--- config.mk ---
export PLATFORM = sky130hd
export DESIGN_NAME = bar_graph_page_renderer_flat
export DESIGN_NICKNAME = d
export VERILOG_FILES = /design/src/hdl/bgpr_pkg.sv /design/src/hdl/bgpr_if.sv /design/src/hdl/bar_graph_page_renderer.sv /design/src/hdl/bgpr_col_store.sv /design/src/hdl/bgpr_ctrl.sv /design/src/flat_wrapper.sv
export VERILOG_INCLUDE_DIRS = /design/src /design/src/hdl
export SDC_FILE = /design/constraint.sdc
export NUM_CORES = 1
export LEC_CHECK = 0
export BUFFER_PORTS_ARGS = -buffer_cell sky130_fd_sc_hd__buf_2
export CELL_PAD_IN_SITES_DETAIL_PLACEMENT = 0
export CELL_PAD_IN_SITES_GLOBAL_PLACEMENT = 2
export CORE_ASPECT_RATIO = 0.6
export CORE_MARGIN = 2
export CORE_UTILIZATION = 33
export DETAILED_ROUTE_END_ITERATION = 10
export HOLD_SLACK_MARGIN = 0.12
export PLACE_DENSITY_LB_ADDON = 0.1
export SETUP_SLACK_MARGIN = 0.15
export SLEW_MARGIN = 20
export SYNTH_ARGS = -nofsm -noshare
export SYNTH_HDL_FRONTEND = slang
export SYNTH_SLANG_ARGS = --single-unit
--- constraint.sdc ---
create_clock -name clk_i -period 4.4 [get_ports clk_i]
set_clock_uncertainty 0.15 [all_clocks]
set_input_delay 0.88 -clock clk_i [delete_from_list [all_inputs] [get_ports clk_i]]
set_output_delay 0.88 -clock clk_i [all_outputs]
set_load 0.03 [all_outputs]
--- src/hdl/bar_graph_page_renderer_macros.svh ---
// Assertion helpers shared by the renderer modules.
// Every macro samples on clk_i and is disabled while rst_ni is low.
`ifndef BAR_GRAPH_PAGE_RENDERER_MACROS_SVH
`define BAR_GRAPH_PAGE_RENDERER_MACROS_SVH

// Generic clocked check.
`define BGPR_CHECK(label, prop, msg) \
  label: assert property (@(posedge clk_i) disable iff (!rst_ni) (prop)) else $error(msg);

// Same-cycle implication.
`define BGPR_IMPLY(label, ante, cons, msg) \
  `BGPR_CHECK(label, (ante) |-> (cons), msg)

// Next-cycle implication.
`define BGPR_NEXT(label, ante, cons, msg) \
  `BGPR_CHECK(label, (ante) |=> (cons), msg)

`endif

--- src/hdl/bgpr_pkg.sv ---
package bgpr_pkg;

  localparam int MaxColumns = 84;
  localparam int Pages      = 5;

  localparam int ColW     = $clog2(MaxColumns + 1);  // count 0..MaxColumns
  localparam int AddrW    = (MaxColumns > 1) ? $clog2(MaxColumns) : 1;
  localparam int PageW    = $clog2(Pages + 1);       // page 0..Pages
  localparam int HeightW  = 7;
  localparam int SampleW  = 8;
  localparam int ByteW    = 8;

  localparam logic [ByteW-1:0] PageCmd   = 8'h40;
  localparam logic [ByteW-1:0] ColCmd    = 8'h80;
  localparam logic [ByteW-1:0] PageMask  = 8'h07;
  localparam logic [ByteW-1:0] ByteFull  = 8'hFF;
  localparam logic [ByteW-1:0] ByteEmpty = 8'h00;

  localparam logic FuncLoad = 1'b0;
  localparam logic FuncTick = 1'b1;

  typedef struct packed {
    logic              en;
    logic [AddrW-1:0]  addr;
    logic [HeightW-1:0] data;
  } wr_t;

  typedef struct packed {
    logic              vld;      // the accepted item yields a byte
    logic              rd;       // byte comes from the column store
    logic [AddrW-1:0]  addr;
    logic [ByteW-1:0]  data_byte;
    logic              is_data;
    logic              eof;
    logic [PageW-1:0]  page;
  } emit_t;

  // Pixel byte of one column on one page: n bits set from bit 7 down.
  function automatic logic [ByteW-1:0] bar_byte(logic [HeightW-1:0] h,
                                                logic [PageW-1:0] page);
    logic [8:0]        off;
    logic signed [9:0] n;
    logic [15:0]       fill;
    off  = 9'(Pages - 1) - 9'(page);
    off  = off << 3;
    n    = $signed({3'b000, h}) - $signed({1'b0, off});
    fill = 16'hFF00 >> n[2:0];
    if (n < 0) begin
      return ByteEmpty;
    end else if (n >= 10'sd8) begin
      return ByteFull;
    end
    return fill[ByteW-1:0];
  endfunction

endpackage

--- src/hdl/bgpr_if.sv ---
interface bgpr_in_if;
  logic                            valid;
  logic                            ready;
  logic                            func;
  logic [bgpr_pkg::SampleW-1:0]    sample;
  logic                            final_sample;

  modport source (output valid, func, sample, final_sample, input ready);
  modport sink   (input valid, func, sample, final_sample, output ready);
endinterface

interface bgpr_out_if;
  logic                          valid;
  logic                          ready;
  logic [bgpr_pkg::ByteW-1:0]    out_byte;
  logic                          is_data;
  logic                          end_of_frame;

  modport source (output valid, out_byte, is_data, end_of_frame, input ready);
  modport sink   (input valid, out_byte, is_data, end_of_frame, output ready);
endinterface

--- src/hdl/bar_graph_page_renderer.sv ---
// Bar graph page renderer.
// in_i carries load items (func 0) and tick items (func 1). A load stores
// sample/2 as the next column height; the load marked final_sample starts a
// render. Each tick during a render returns one byte on out_o: per page the
// page command, the column command, then one pixel byte per stored column.
// end_of_frame marks the last byte, after which the store is empty again.
// Loads during a render, and ticks while idle, give no byte.
// Timing: for a load or a command tick, its byte, if any, is in the output
// register the next cycle. A pixel tick first reads the column store, a
// synchronous RAM with a registered read, and in_i is not ready during that
// read. Loads and commands flow at one item per cycle while the receiver
// keeps up; after a pixel tick no new item is taken until its read is done.
// When the receiver stalls, the byte waits in the output register and in_i
// stays not ready, loads included, until the receiver takes that byte.
// Reset clears all counters and the render state; the column store keeps
// its contents, and entries are only read after a load wrote them.
`include "bar_graph_page_renderer_macros.svh"

module bar_graph_page_renderer (
  input  logic        clk_i,
  input  logic        rst_ni,
  bgpr_in_if.sink     in_i,
  bgpr_out_if.source  out_o
);

  bgpr_pkg::wr_t                  wr;
  bgpr_pkg::emit_t                emit;
  logic [bgpr_pkg::HeightW-1:0]   rd_data;
  logic                           accept;
  logic                           in_ready;

  logic                           pend_q;
  logic                           pend_eof_q;
  logic [bgpr_pkg::PageW-1:0]     pend_page_q;
  logic                           out_vld_q;
  logic [bgpr_pkg::ByteW-1:0]     out_byte_q;
  logic                           is_data_q;
  logic                           eof_q;

  assign in_ready   = !pend_q && (!out_vld_q || out_o.ready);
  assign accept     = in_i.valid && in_ready;
  assign in_i.ready = in_ready;

  bgpr_ctrl u_ctrl (
    .clk_i          (clk_i),
    .rst_ni         (rst_ni),
    .accept_i       (accept),
    .func_i         (in_i.func),
    .sample_i       (in_i.sample),
    .final_sample_i (in_i.final_sample),
    .wr_o           (wr),
    .emit_o         (emit)
  );

  bgpr_col_store u_store (
    .clk_i     (clk_i),
    .wr_i      (wr),
    .rd_en_i   (emit.rd),
    .rd_addr_i (emit.addr),
    .rd_data_o (rd_data)
  );

  // pixel item waiting for its column read
  always_ff @(posedge clk_i or negedge rst_ni) begin
    if (!rst_ni) begin
      pend_q <= 1'b0;
    end else begin
      pend_q <= emit.rd;
    end
  end

  always_ff @(posedge clk_i) begin
    if (emit.rd) begin
      pend_eof_q  <= emit.eof;
      pend_page_q <= emit.page;
    end
  end

  always_ff @(posedge clk_i or negedge rst_ni) begin
    if (!rst_ni) begin
      out_vld_q <= 1'b0;
    end else begin
      priority if (pend_q) begin
        out_vld_q <= 1'b1;
      end else if (emit.vld && !emit.rd) begin
        out_vld_q <= 1'b1;
      end else if (out_o.ready) begin
        out_vld_q <= 1'b0;
      end
    end
  end

  always_ff @(posedge clk_i) begin
    priority if (pend_q) begin
      out_byte_q <= bgpr_pkg::bar_byte(rd_data, pend_page_q);
      is_data_q  <= 1'b1;
      eof_q      <= pend_eof_q;
    end else if (emit.vld && !emit.rd) begin
      out_byte_q <= emit.data_byte;
      is_data_q  <= emit.is_data;
      eof_q      <= emit.eof;
    end
  end

  assign out_o.valid        = out_vld_q;
  assign out_o.out_byte     = out_byte_q;
  assign out_o.is_data      = is_data_q;
  assign out_o.end_of_frame = eof_q;

  `BGPR_IMPLY(a_pend_slot_free, pend_q, !out_vld_q,
              "output register busy while a column read is pending")
  `BGPR_NEXT(a_pend_fills_out, pend_q, out_vld_q,
             "pending pixel byte did not reach the output register")
  `BGPR_IMPLY(a_eof_is_pixel, out_vld_q && eof_q, is_data_q,
              "end of frame marked on a command byte")

endmodule

--- src/hdl/bgpr_col_store.sv ---
module bgpr_col_store (
  input  logic                           clk_i,
  input  bgpr_pkg::wr_t                  wr_i,
  input  logic                           rd_en_i,
  input  logic [bgpr_pkg::AddrW-1:0]     rd_addr_i,
  output logic [bgpr_pkg::HeightW-1:0]   rd_data_o
);

  logic [bgpr_pkg::HeightW-1:0] mem_q [bgpr_pkg::MaxColumns];
  logic [bgpr_pkg::HeightW-1:0] rd_data_q;

  always_ff @(posedge clk_i) begin
    if (wr_i.en) begin
      mem_q[wr_i.addr] <= wr_i.data;
    end
    if (rd_en_i) begin
      rd_data_q <= mem_q[rd_addr_i];
    end
  end

  assign rd_data_o = rd_data_q;

endmodule

--- src/hdl/bgpr_ctrl.sv ---
`include "bar_graph_page_renderer_macros.svh"

module bgpr_ctrl (
  input  logic                           clk_i,
  input  logic                           rst_ni,
  input  logic                           accept_i,
  input  logic                           func_i,
  input  logic [bgpr_pkg::SampleW-1:0]   sample_i,
  input  logic                           final_sample_i,
  output bgpr_pkg::wr_t                  wr_o,
  output bgpr_pkg::emit_t                emit_o
);

  typedef enum logic [1:0] {
    PhPageCmd,
    PhColCmd,
    PhData
  } phase_e;

  phase_e                       phase_q, phase_d;
  logic                         rendering_q, rendering_d;
  logic [bgpr_pkg::ColW-1:0]    col_cnt_q, col_cnt_d;
  logic [bgpr_pkg::ColW-1:0]    col_idx_q, col_idx_d;
  logic [bgpr_pkg::PageW-1:0]   page_q, page_d;
  logic [bgpr_pkg::ColW-1:0]    col_nxt;
  logic [bgpr_pkg::PageW-1:0]   page_nxt;
  logic                         is_load, is_tick;

  assign is_load  = accept_i && (func_i == bgpr_pkg::FuncLoad) && !rendering_q;
  assign is_tick  = accept_i && (func_i == bgpr_pkg::FuncTick) && rendering_q;
  assign col_nxt  = col_idx_q + 1'b1;
  assign page_nxt = page_q + 1'b1;

  always_comb begin
    phase_d     = phase_q;
    rendering_d = rendering_q;
    col_cnt_d   = col_cnt_q;
    col_idx_d   = col_idx_q;
    page_d      = page_q;

    wr_o.en   = 1'b0;
    wr_o.addr = col_cnt_q[bgpr_pkg::AddrW-1:0];
    wr_o.data = sample_i[bgpr_pkg::SampleW-1:1];

    emit_o.vld       = 1'b0;
    emit_o.rd        = 1'b0;
    emit_o.addr      = col_idx_q[bgpr_pkg::AddrW-1:0];
    emit_o.data_byte = bgpr_pkg::ColCmd;
    emit_o.is_data   = 1'b0;
    emit_o.eof       = 1'b0;
    emit_o.page      = page_q;

    if (is_load) begin
      // samples past capacity are dropped, the final mark still counts
      if (col_cnt_q < bgpr_pkg::ColW'(bgpr_pkg::MaxColumns)) begin
        wr_o.en   = 1'b1;
        col_cnt_d = col_cnt_q + 1'b1;
      end
      if (final_sample_i) begin
        rendering_d = 1'b1;
        phase_d     = PhPageCmd;
        col_idx_d   = '0;
        page_d      = '0;
      end
    end else if (is_tick) begin
      emit_o.vld = 1'b1;
      unique case (phase_q)
        PhPageCmd: begin
          emit_o.data_byte = bgpr_pkg::PageCmd
                           | (bgpr_pkg::ByteW'(page_q) & bgpr_pkg::PageMask);
          phase_d = PhColCmd;
        end
        PhColCmd: begin
          emit_o.data_byte = bgpr_pkg::ColCmd;
          phase_d = PhData;
        end
        default: begin
          emit_o.rd      = 1'b1;
          emit_o.is_data = 1'b1;
          col_idx_d      = col_nxt;
          if (col_nxt >= col_cnt_q) begin
            col_idx_d = '0;
            phase_d   = PhPageCmd;
            page_d    = page_nxt;
            if (page_nxt >= bgpr_pkg::PageW'(bgpr_pkg::Pages)) begin
              emit_o.eof  = 1'b1;
              page_d      = '0;
              rendering_d = 1'b0;
              col_cnt_d   = '0;
            end
          end
        end
      endcase
    end
  end

  always_ff @(posedge clk_i or negedge rst_ni) begin
    if (!rst_ni) begin
      phase_q     <= PhPageCmd;
      rendering_q <= 1'b0;
      col_cnt_q   <= '0;
      col_idx_q   <= '0;
      page_q      <= '0;
    end else begin
      phase_q     <= phase_d;
      rendering_q <= rendering_d;
      col_cnt_q   <= col_cnt_d;
      col_idx_q   <= col_idx_d;
      page_q      <= page_d;
    end
  end

  `BGPR_IMPLY(a_render_nonempty, rendering_q, col_cnt_q != '0,
              "render running with an empty column store")
  `BGPR_IMPLY(a_idx_in_range, rendering_q, col_idx_q < col_cnt_q,
              "column index beyond stored columns")
  `BGPR_NEXT(a_eof_ends_render, emit_o.eof, !rendering_q && col_cnt_q == '0,
             "render did not close after the last byte")

endmodule

--- src/flat_wrapper.sv ---
// flat-port wrapper written by rule: the top's interface ports become plain ports
module bar_graph_page_renderer_flat 
  (clk_i, rst_ni, in_i_valid, in_i_func, in_i_sample, in_i_final_sample, in_i_ready, out_o_valid, out_o_out_byte, out_o_is_data, out_o_end_of_frame, out_o_ready);
  bgpr_in_if in_i_i ();
  bgpr_out_if out_o_i ();
  input  logic clk_i;
  input  logic rst_ni;
  input wire logic [$bits(in_i_i.valid)-1:0] in_i_valid;
  input wire logic [$bits(in_i_i.func)-1:0] in_i_func;
  input wire logic [$bits(in_i_i.sample)-1:0] in_i_sample;
  input wire logic [$bits(in_i_i.final_sample)-1:0] in_i_final_sample;
  output wire logic [$bits(in_i_i.ready)-1:0] in_i_ready;
  output wire logic [$bits(out_o_i.valid)-1:0] out_o_valid;
  output wire logic [$bits(out_o_i.out_byte)-1:0] out_o_out_byte;
  output wire logic [$bits(out_o_i.is_data)-1:0] out_o_is_data;
  output wire logic [$bits(out_o_i.end_of_frame)-1:0] out_o_end_of_frame;
  input wire logic [$bits(out_o_i.ready)-1:0] out_o_ready;
  assign in_i_i.valid = in_i_valid;
  assign in_i_i.func = in_i_func;
  assign in_i_i.sample = in_i_sample;
  assign in_i_i.final_sample = in_i_final_sample;
  assign in_i_ready = in_i_i.ready;
  assign out_o_valid = out_o_i.valid;
  assign out_o_out_byte = out_o_i.out_byte;
  assign out_o_is_data = out_o_i.is_data;
  assign out_o_end_of_frame = out_o_i.end_of_frame;
  assign out_o_i.ready = out_o_ready;
  bar_graph_page_renderer u_core (.clk_i(clk_i), .rst_ni(rst_ni), .in_i(in_i_i), .out_o(out_o_i));
endmodule
==> results.tsv <==
metric	value	unit
synth_edf_count	608	
max_slew_margin	0.2868	
hold_violations	0	
postSynth.asyncResetShare	0.03487	
tightest_slew	1.070	ns
top_layer_used	met4	
p_sw_frac	0.3244	
ff_latch_area	18840	sq um
grt_max_degree	85	
firstDrtPassIters	5	
utilization	0.3819	
setup_violations	0	
root_buffer	clkbuf_16	
numCtsBuffers	59	
dieArea	79250	sq um
total_leakage_power	9.223	nW
min_period	3.477	ns
status	finished, final reports clean	
met3_length	3530	um
cts.htree.levels	2	
cts_tree	yes	
min_period_over_period	0.7902	
finalPower	17.07	mW
cts_buffer_depth	3	
reg2reg_setup_slack	0.92	ns
multi_input_area	6072	sq um
ys_seq_elements	631	
finalMaxSlewViolations	0	
crit_path_max_fanout	25	
timing.fmax	287.6	MHz
synth_cells	1376	
ios	26	
clock_latency	0.63	ns
crit_type	reg2reg	
cp.required	4.64	ns
maxCapViolCount	0	
overflow	0	
synth_fp_nets	1408	
drt_iter0_drc	1225	
fp.dieW	362.1	um
yosysUniqueCellTypes	73	
dpl.cell_count	2411	
worst_setup_path_start_kind	register	
clock_sinks	631	
rsz0062_at_grt	no	
wirelength	69130	um
p_per_area	589.6	nW/um^2
min-delay-path-class	reg2reg	
core	75830	sq um
cp-end-kind	register	
die_y	218.9	um
grt_pass1_wl	98600	um
grt_pass1_vias	12990	
routed-wl-met2	28060	um
clk_pin_slew	0.07	ns
synthToLayoutAreaGrowth	14.06	%
start_util	0.3348	
grt_usage	0.1755	
rows	78	
drive_gt1_frac	0.2260	
place_hpwl	44720	um
seqPwrFrac	0.414	
antenna_found_initial	3	
post-route-drc-count	0	
gp_congestion	0.7642	
nFillCells	6931	
wl_met1	36510	um
yosys_most_used_dff	edfxtp_1	
post_cts_resized	0	
synth_area	25390	sq um
pwr-share-clk	0.307	
synth_area_per_cell	18.45	sq um
via_per_inst	5.203	
comb_power_share	0.279	
instances_no_fill	2523	
yosysSeqAreaShare	0.7416	
ant_nets	0	
layout.nets	1505	
yosysWarnings	0	
setup-tns-final	0	ns
switching_power	5.539	mW
peakVddDrop	0.0003409	V
vias	13130	
arrival	3.72	ns
portBuffers	24	
routedWlPerCell	27.40	um
internal_power	11.54	mW
==> power groups by stage <==
stage	Sequential [mW]	Clock (mW)	Combinational (mW)
finish	7.07	5.24	4.77
global route	7.10	5.61	5.15
CTS	7.08	5.39	4.84
detailed placement	7.21	0	4.83
global placement	7.21	0	4.84
floorplan	7.00	0	3.09
==> synth_stat cells (all sizes together), types with 3 or more instances <==
master | n | area share
edfxtp | 608 | 0.72
nor2 | 130 | 0.019
mux4 | 124 | 0.11
nand2 | 66 | 0.0098
buf | 39 | 0.012
mux2i | 39 | 0.015
nand3 | 33 | 0.0065
clkbuf | 31 | 0.0046
a21oi | 30 | 0.0059
o21ai | 25 | 0.0049
inv | 23 | 0.0034
dfrtp | 22 | 0.022
a31oi | 20 | 0.0052
a22oi | 18 | 0.0053
ha | 17 | 0.0084
mux2 | 14 | 0.0065
nor3 | 12 | 0.0024
a21o | 11 | 0.0033
o22ai | 10 | 0.0025
a22o | 8 | 0.0028
or3 | 7 | 0.0017
xnor2 | 7 | 0.0024
a211o | 6 | 0.0021
nand2b | 6 | 0.0015
nor2b | 5 | 0.0013
o31ai | 5 | 0.0015
nor4 | 4 | 0.00099
o32ai | 4 | 0.0014
or2 | 4 | 0.00099
or4 | 4 | 0.0012
a211oi | 3 | 0.0013
and2 | 3 | 0.00074
nand4 | 3 | 0.00074
o221ai | 3 | 0.0010
==> metal layers <==
metal  up-vias  GRT usage
li1       5738          -
met1      7011     0.2869
met2       297     0.2396
met3        80    0.03282
met4         0    0.03375
met5         -          0
==> cell usage in the layout (no fill, tap or decap), drive strengths merged, types with 5 or more instances in the layout <==
cell type and instances:
a22oi 18, clkbuf 80, o31ai 5, buf 105, xnor2 7, nor2b 5, edfxtp 608, a31oi 20
nand2 66, a22o 8, mux4 124, inv 24, nand3 33, o21ai 25, a211o 6, clkinv 21
nor3 12, mux2 14, or3 7, nand2b 6, a21oi 30, nor2 130, a21o 11, o22ai 10
dfrtp 22, ha 17, mux2i 39, bufinv 7
==> logic make-up (layout without fill, tap and decap cells) <==
kind of cell / after synthesis / count (layout) / share of synthesized area
xor+xnor: 9 / 9 / 0.003105
buf+inv: 93 / 239 / 0.01956
simple gates: 286 / 286 / 0.05056
mux: 177 / 177 / 0.1319
flops: 631 / 631 / 0.7416
other cells: 0 / 1 / 0
fa+ha+maj: 18 / 18 / 0.009166
compound gates: 162 / 162 / 0.04416
==> through the flow <==
| stage | cell area [sq um] | worst slack [ns] | hold WS (ns) |
|---|---|---|---|
| 6_report | 28960 | 0.9230 | 0.3206 |
| 3_5_place_dp | 27010 | 0.8025 | 0.3151 |
| 4_1_cts | 28960 | 0.8652 | 0.3311 |
| 2_1_floorplan | 25390 | 1.284 | 0.3352 |
| 5_1_grt | 28960 | 0.6096 | 0.3481 |
| 3_3_place_gp | 27010 | 0.8364 | 0.2809 |
==> state kept, by name, summed over array words and instances, names as in the netlist <==
name,flops
u_core.u_store.mem_q,588
u_core.out_o.out_byte,8
u_core.u_ctrl.col_cnt_q,7
u_core.u_ctrl.col_idx_q,7
u_core.u_store.rd_data_o,7
u_core.pend_page_q,3
u_core.u_ctrl.page_q,3
u_core.u_ctrl.phase_q,2
u_core.out_o.end_of_frame,1
u_core.out_o.is_data,1
u_core.out_o.valid,1
u_core.pend_eof_q,1
u_core.pend_q,1
u_core.u_ctrl.rendering_q,1
==> worst max-delay path, cell delays in order (launching register included) <==
cell and delay (ns):
dfrtp_4 0.72, ha_1 0.35, inv_1 0.08, nor3_1 0.22, xnor2_1 0.25, ha_1 0.34, and4_1 0.23, a221oi_2 0.42
nor2_1 0.26, a21o_1 0.20
==> final timing paths <==
path | cells past startpoint | to | start
min reg2reg | 1 | u_core.out_o.is_data$_SDFFE_PP1P_ | u_core.out_o.is_data$_SDFFE_PP1P_
max reg2reg | 9 | u_core.out_o.end_of_frame$_DFFE_PP_ | u_core.u_ctrl.col_idx_q[1]$_DFFE_PN0P_
min | 1 | u_core.out_o.is_data$_SDFFE_PP1P_ | u_core.out_o.is_data$_SDFFE_PP1P_
min in group asynchronous | 2 | u_core.pend_q$_DFF_PN0_ | rst_ni
max in group asynchronous | 2 | u_core.u_ctrl.col_idx_q[1]$_DFFE_PN0P_ | rst_ni
max | 9 | u_core.out_o.end_of_frame$_DFFE_PP_ | u_core.u_ctrl.col_idx_q[1]$_DFFE_PN0P_
==> area by class of cell <==
cell class	instances	area share
clock inverter	30	0.01110
multi-input combinational	652	0.2097
inverter	23	0.002981
timing repair buffer	106	0.02653
antenna	1	0.00008641
sequential	631	0.6506
clock buffer	80	0.05587
tap	1000	0.04321
==> repair_timing <==
item	4_1_cts	5_1_grt
setup buffers	0	0
endpoints found under the setup margin	0	0
hold buffers	1	0
hold endpoints to repair	22	0
Note: power is estimated with default switching activity, not from simulation.
